$ cat config.mk
export PLATFORM = sky130hd
export DESIGN_NAME = sorted_priority_queue_core
export DESIGN_NICKNAME = d
export VERILOG_FILES = /design/src/design/spq_pkg.sv /design/src/design/spq_cell.sv /design/src/design/sorted_priority_queue_core.sv
export SDC_FILE = /design/constraint.sdc
export NUM_CORES = 2
export LEC_CHECK = 0
export ABC_AREA = 1
export BUFFER_PORTS_ARGS = -buffer_cell sky130_fd_sc_hd__clkbuf_2
export CAP_MARGIN = 20
export CORE_MARGIN = 3
export CORE_UTILIZATION = 45
export DETAILED_ROUTE_END_ITERATION = 7
export PLACE_DENSITY = 0.56
export RECOVER_POWER = 100
export SYNTH_ARGS = -nofsm -noshare
export SYNTH_HDL_FRONTEND = slang
export SYNTH_SLANG_ARGS = --single-unit
$ cat constraint.sdc
create_clock -name i_clk -period 14.1 [get_ports i_clk]
set_clock_uncertainty 0.2 [all_clocks]
set_input_delay 2.82 -clock i_clk [delete_from_list [all_inputs] [get_ports i_clk]]
set_output_delay 2.82 -clock i_clk [all_outputs]
set_load 0.01 [all_outputs]
$ cat src/design/spq_pkg.sv
// Shared types and constants for the sorted priority queue.
// Item and result beat structs, entry type, op and status codes.
// No dependencies.
package spq_pkg;

    // Default number of entries held by the store
    localparam int CAPACITY_DEF = 16;

    // Op codes carried by an input beat
    localparam logic OP_ENQ = 1'b0;
    localparam logic OP_DEQ = 1'b1;

    // Status codes returned in a result beat
    localparam logic [1:0] ST_ENQUEUED  = 2'd0;
    localparam logic [1:0] ST_DEQUEUED  = 2'd1;
    localparam logic [1:0] ST_UNDERFLOW = 2'd2;
    localparam logic [1:0] ST_OVERFLOW  = 2'd3;

    typedef struct packed {
        logic               op;
        logic signed [31:0] item_value;
        logic signed [31:0] item_priority;
    } t_in_item;

    typedef struct packed {
        logic [1:0]         status;
        logic signed [31:0] out_value;
        logic signed [31:0] out_priority;
        logic [4:0]         fill_count;
    } t_out_item;

    // One stored entry
    typedef struct packed {
        logic signed [31:0] value;
        logic signed [31:0] prio;
    } t_entry;

    // Per-cycle command broadcast to every cell
    typedef struct packed {
        logic ins;
        logic del;
    } t_cell_ctrl;

endpackage

$ cat src/design/spq_cell.sv
// One slot of the sorted store: holds an entry, compares it with the
// incoming priority and shifts with its neighbors. Depends on spq_pkg.
module spq_cell
    import spq_pkg::*;
(
    input  logic       i_clk,
    input  t_cell_ctrl i_ctrl,
    input  logic       i_valid,      // slot lies below the fill count
    input  t_entry     i_new,        // entry being inserted
    input  t_entry     i_left,       // neighbor toward the head
    input  logic       i_left_gt,    // neighbor would yield to the new entry
    input  t_entry     i_right,      // neighbor toward the tail
    output t_entry     o_entry,
    output logic       o_gt
);

    t_entry r_entry;

    // Empty slots count as larger than anything, so the flag is monotonic
    assign o_gt    = !i_valid || (r_entry.prio > i_new.prio);
    assign o_entry = r_entry;

    // Shift toward the head on remove, toward the tail past the insert point
    always_ff @(posedge i_clk) begin
        if (i_ctrl.del) begin
            r_entry <= i_right;
        end else if (i_ctrl.ins) begin
            if (i_left_gt) begin
                r_entry <= i_left;
            end else if (o_gt) begin
                r_entry <= i_new;
            end
        end
    end

endmodule

$ cat src/design/sorted_priority_queue_core.sv
// Sorted priority queue, smallest priority first, ties in arrival order.
//
// Input channel: i_in_valid / o_in_stall with one t_in_item per beat.
// An enqueue beat stores item_value and item_priority behind every entry
// of lower or equal priority; a dequeue beat removes the head entry.
// Output channel: o_out_valid / i_out_stall, one t_out_item per input beat,
// carrying status, the removed entry (zero unless dequeued) and the fill
// count after the beat. A full store refuses enqueues with overflow; an
// empty store answers dequeues with underflow.
//
// Every slot is a cell that compares its entry with the incoming priority
// in parallel and shifts with its neighbors: the result appears in the
// cycle after acceptance and, unless the input stalls, one beat is taken
// per cycle. A single output register separates the channels; the input
// stalls only while that register is full and the receiver stalls.
// Reset empties the queue and the output register; no clearing pass.
module sorted_priority_queue_core
    import spq_pkg::*;
#(
    parameter int CAPACITY = CAPACITY_DEF
) (
    input  logic      i_clk,
    input  logic      i_rst_n,
    input  logic      i_in_valid,
    output logic      o_in_stall,
    input  t_in_item  i_in_item,
    output logic      o_out_valid,
    input  logic      i_out_stall,
    output t_out_item o_out_item
);

    localparam int CW = $clog2(CAPACITY + 1);
    localparam t_entry ENTRY_ZERO = '0;

    logic [CW-1:0] r_count;
    logic [CW-1:0] n_count;
    logic          r_out_valid;
    t_out_item     r_out_item;
    t_out_item     n_out_item;

    logic          accept;
    logic          is_deq;
    logic          full;
    logic          empty;
    t_cell_ctrl    ctrl;
    t_entry        new_entry;
    logic [CW+4:0] count_ext;

    t_entry        cell_entry [CAPACITY];
    logic          cell_gt    [CAPACITY];

    // Handshake
    assign o_in_stall  = r_out_valid && i_out_stall;
    assign accept      = i_in_valid && !o_in_stall;
    assign o_out_valid = r_out_valid;
    assign o_out_item  = r_out_item;

    // Command decode
    assign is_deq    = (i_in_item.op == OP_DEQ);
    assign full      = (r_count == CW'(CAPACITY));
    assign empty     = (r_count == '0);
    assign ctrl      = '{ins: accept && !is_deq && !full, del: accept && is_deq && !empty};
    assign new_entry = '{value: i_in_item.item_value, prio: i_in_item.item_priority};

    // Cell chain, head at index 0
    for (genvar gi = 0; gi < CAPACITY; gi++) begin : g_cell
        spq_cell u_cell (
            .i_clk     (i_clk),
            .i_ctrl    (ctrl),
            .i_valid   (CW'(gi) < r_count),
            .i_new     (new_entry),
            .i_left    ((gi == 0) ? ENTRY_ZERO : cell_entry[(gi == 0) ? 0 : gi - 1]),
            .i_left_gt ((gi == 0) ? 1'b0 : cell_gt[(gi == 0) ? 0 : gi - 1]),
            .i_right   ((gi == CAPACITY - 1) ? ENTRY_ZERO
                                             : cell_entry[(gi == CAPACITY - 1) ? gi : gi + 1]),
            .o_entry   (cell_entry[gi]),
            .o_gt      (cell_gt[gi])
        );
    end

    // Next count and result beat
    always_comb begin
        n_count = r_count;
        if (ctrl.ins) begin
            n_count = r_count + 1'b1;
        end else if (ctrl.del) begin
            n_count = r_count - 1'b1;
        end
        count_ext = {5'b0, n_count};
        n_out_item = '0;
        n_out_item.fill_count = count_ext[4:0];
        if (is_deq) begin
            if (empty) begin
                n_out_item.status = ST_UNDERFLOW;
            end else begin
                n_out_item.status       = ST_DEQUEUED;
                n_out_item.out_value    = cell_entry[0].value;
                n_out_item.out_priority = cell_entry[0].prio;
            end
        end else begin
            n_out_item.status = full ? ST_OVERFLOW : ST_ENQUEUED;
        end
    end

    // Count and output register
    always_ff @(posedge i_clk) begin
        if (!i_rst_n) begin
            r_count     <= '0;
            r_out_valid <= 1'b0;
        end else begin
            r_count <= n_count;
            if (accept) begin
                r_out_valid <= 1'b1;
            end else if (!i_out_stall) begin
                r_out_valid <= 1'b0;
            end
        end
    end

    always_ff @(posedge i_clk) begin
        if (accept) begin
            r_out_item <= n_out_item;
        end
    end

    // Occupancy never exceeds the store
    a_count_bound: assert property (@(posedge i_clk) disable iff (!i_rst_n)
        r_count <= CW'(CAPACITY))
        else $error("occupancy above capacity");

    // A removal from a nonempty store drops the count by one
    a_deq_count: assert property (@(posedge i_clk) disable iff (!i_rst_n)
        ctrl.del |=> (r_count == $past(r_count) - 1'b1))
        else $error("dequeue did not shrink occupancy");

    // A refused enqueue leaves the count alone
    a_ovf_hold: assert property (@(posedge i_clk) disable iff (!i_rst_n)
        (accept && !is_deq && full) |=> (r_count == $past(r_count)))
        else $error("overflow changed occupancy");

    // A reported result always matches the count it left behind
    a_result_fill: assert property (@(posedge i_clk) disable iff (!i_rst_n)
        accept |=> o_out_valid && (r_out_item.fill_count == $past(count_ext[4:0])))
        else $error("accepted beat produced no matching result");

endmodule

==> metrics.md <==
| Metric | Value |
|---|---|
| Outcome | finished, violations left |
| Failing checks | capacitance limit, slew limit |
| Largest cells by area after synthesis | sky130_fd_sc_hd__edfxtp_1 42%, sky130_fd_sc_hd__nand2_1 18%, sky130_fd_sc_hd__nand3_1 13%, sky130_fd_sc_hd__ha_1 8.8%, sky130_fd_sc_hd__inv_1 5.9% |
| Number of flops mapped to enable cells by yosys | 1031 |
| Count of buffers added by post-CTS timing repair for setup | 0 |
| Top_reg_cell synth | sky130_fd_sc_hd__edfxtp_1 |
| Maximum net fanout on the critical path | 103 |
| Origin of the worst setup path | i_out_stall |
| Max_slew headroom | -194% |
| Count leader, synth | sky130_fd_sc_hd__nand2_1 |
| Routability congestion estimate | 0.905 |
| Netlist area before placement | 0.0735 mm2 |
| Starting DRT DRC Count | 9247 |
| Worst-case hold slack | 287 ps |
| Detailed-routing iteration count for the pre-antenna-repair pass | 6 |
| Period utilization | 73.6% |
| Number of distinct library cells after synthesis | 39 |
| Maximum operating frequency | 96.3 MHz |
| IR Drop Worst-Case VDD | 122 uV |
| Core area | 0.161 mm2 |
| Post-placement worst setup slack | 6100 ps |
| Clock net sink count | 1101 |
| Post-synthesis async set-or-reset flop share | 0% |
| Placed wire-length estimate | 185000 um |
| Initial antenna violation count | 6 |
| Vias after detailed routing | 66800 |
| Avg WL per Cell | 23.5 um |
| Number of instances in the synthesized netlist | 9696 |
| Net count, final | 10100 |
| Hold-fix buffers at CTS | 0 |
| RSZ-0062 raised after global routing | no |
| H-tree levels | 4 |
| Total CTS buffers | 135 |
| Most instantiated cells after synthesis | 3479 x sky130_fd_sc_hd__nand2_1, 1928 x sky130_fd_sc_hd__nand3_1, 1160 x sky130_fd_sc_hd__inv_1 |
| Power, Total | 12.5 mW |
| Routed wire length | 276000 um |
| Count of cells along the worst register-to-register path | 10 |
| Power density normalized to cell area | 158 mW/mm2 |
| Layout cells sized above 1 | 4.96% |
| Max Slew Vio Count | 1069 |
| Worst path setup slack after routing | 3720 ps |
| Ratio of routed vias to standard cells | 5.68 |
| DRC violations left | 0 |
| Remaining Overflow, GRT | 0 |
| Number of flip-flops and latches in the synthesized netlist | 1101 |
| Mean instance size in the synthesized netlist | 7.58 um2 |
| Layout overhead on the synthesized area | 8.13% |
| Post-synth net total | 10300 |
| Total routing usage reported by global routing | 32.0% |
| Crit path launch type | input pin |
| Number of cell rows | 147 |
| Reg-to-reg setup timing slack | 5520 ps |
| Number of filler cells placed in the layout | 16200 |
| Setup Total Neg Slack | 0 ps |
| Sequential cell area fraction in the yosys report | 44.0% |
| Leading area contributor after synthesis | sky130_fd_sc_hd__edfxtp_1 |
| Global-route wire length before repair | 408000 um |
| Pleak | 38.9 nW |
| Kind of end point of the critical path | register |
| CTS root buf | sky130_fd_sc_hd__clkbuf_16 |
| Vias in the first global route | 61300 |
| Initial core utilization | 45.5% |
| Critical path arrival | 10480 ps |
| IO Port Bufs | 141 |
| Origin of the critical flop-to-flop path | o_out_valid |
| Final-report hold violation count | 0 |
| Clk pin slew, worst setup/hold paths | 60 ps |
| Critical register-to-register path endpoint | g_cell[0].u_cell.o_entry[15] |
| Count of placed standard cells in the final layout, fillers left out | 11800 |
| Class of the most critical hold timing path | reg2reg |
| Remaining antenna violation count after routing | 0 |
| Largest net degree at the start of global routing | 224 |
| Final critical delay including setup and external delays | 10380 ps |
| WS Path Type | in2reg |
| Y dimension of the die | 410 um |
| Die area | 0.168 mm2 |
| Clock insertion delay at the later pin of the skew report | 820 ps |
| Syn. warnings | 0 |
| Clock tree from TritonCTS | built |
| Clock buffer depth | 3 |
| Placed Cells | 11500 |
| Least-Margin Pin Slew | 4410 ps |
| Max Cap Viol | 20 |
| Resize count post-CTS | 0 |
| Count of pins on the block boundary | 142 |
| Required arrival time at the worst endpoint | 14190 ps |
| Width of the chip | 410 um |
| Worst setup path end | g_cell[0].u_cell.o_entry[15] |
| Total of endpoints with negative setup slack in the final report | 0 |
| Synth top area share | 42.1% |
power breakdown:
part | switching [mW] | total, mW | internal, mW
Combinational | 2.74 | 3.81 | 1.07
Clock | 1.59 | 3.67 | 2.08
Sequential | 0.530 | 5.07 | 4.54
cell type report:
cell class                 instances  area [um2]  share of cell area [%]
sequential                      1101       32400                    40.7
clock inverter                    86        1140                    1.43
timing repair buffer             279        1640                    2.06
clock buffer                     161        3490                    4.39
antenna                            2        5.00                 0.00630
multi-input combinational       6805       33700                    42.5
tap                             2160        2700                    3.40
inverter                        1169        4400                    5.53
sequential cells by signal (all words and copies together) (netlist names):
signal                 flops
g_cell.u_cell.o_entry   1024
o_out_item                71
o_out_valid                1
r_count                    5
cells in the final DEF (no fill, tap or decap), drive strengths merged, types with 3 or more instances in the layout:
master,n
xor2,3
a21oi,233
clkbuf,318
bufinv,15
clkinv,65
ha,515
nor3b,3
nand2,3493
inv,1170
dfxtp,70
nand3,1933
nor2,362
a31oi,14
buf,122
nand4,43
o21ai,137
nor4,12
nand3b,5
o211ai,9
clkinvlp,5
edfxtp,1031
nor3,18
o21a,15
a21o,4
worst max-delay path, stage by stage:
cell and delay (ps):
sky130_fd_sc_hd__clkbuf_2 80, sky130_fd_sc_hd__nand2_1 80, sky130_fd_sc_hd__inv_1 60, sky130_fd_sc_hd__nor2_1 1840
sky130_fd_sc_hd__inv_1 320, sky130_fd_sc_hd__nor2_1 410, sky130_fd_sc_hd__nand2_8 360, sky130_fd_sc_hd__inv_8 760
sky130_fd_sc_hd__o21ai_0 310, sky130_fd_sc_hd__inv_2 90, sky130_fd_sc_hd__clkbuf_1 3070
per-layer routing:
layer | global-route usage (%) | vias to the layer above | wire, um
met5 | 0 | - | 45
met4 | 7.68 | 8 | 5840
met3 | 11.0 | 343 | 39500
met2 | 41.4 | 3963 | 105000
met1 | 49.9 | 31200 | 126000
li1 | - | 31200 | -
stage by stage:
stage               util [%]  area [um2]
finish                  49.2       79500
global route            49.2       79500
CTS                     49.4       79700
detailed placement      46.5       75100
global placement        46.5       75100
floorplan                  -       73500
cells by family (layout without fill, tap and decap cells):
group / Yosys count / count (layout) / synth area share, %
AO/OA/AOI/OAI: 415 / 415 / 2.97
XOR/XNOR: 3 / 3 / 0.0358
adder cells (fa/ha/maj): 515 / 515 / 8.77
buffers and inverters: 1790 / 1695 / 10.4
flip-flops: 1101 / 1101 / 44.0
other: 0 / 2 / 0
AND/OR/NAND/NOR: 5872 / 5872 / 33.8
worst min-delay path by stage:
stage          cells past startpoint                           from                             to  slack, ps
5_1_grt                            2                    o_out_valid                    o_out_valid        320
3_3_place_gp                       2                    o_out_valid                    o_out_valid        260
3_5_place_dp                       2                    o_out_valid                    o_out_valid        280
4_1_cts                            2                    o_out_valid                    o_out_valid        290
6_report                           2                    o_out_valid                    o_out_valid        290
2_1_floorplan                      4  g_cell[15].u_cell.o_entry[32]  g_cell[15].u_cell.o_entry[32]        290
(Power assumes the default switching activity.)
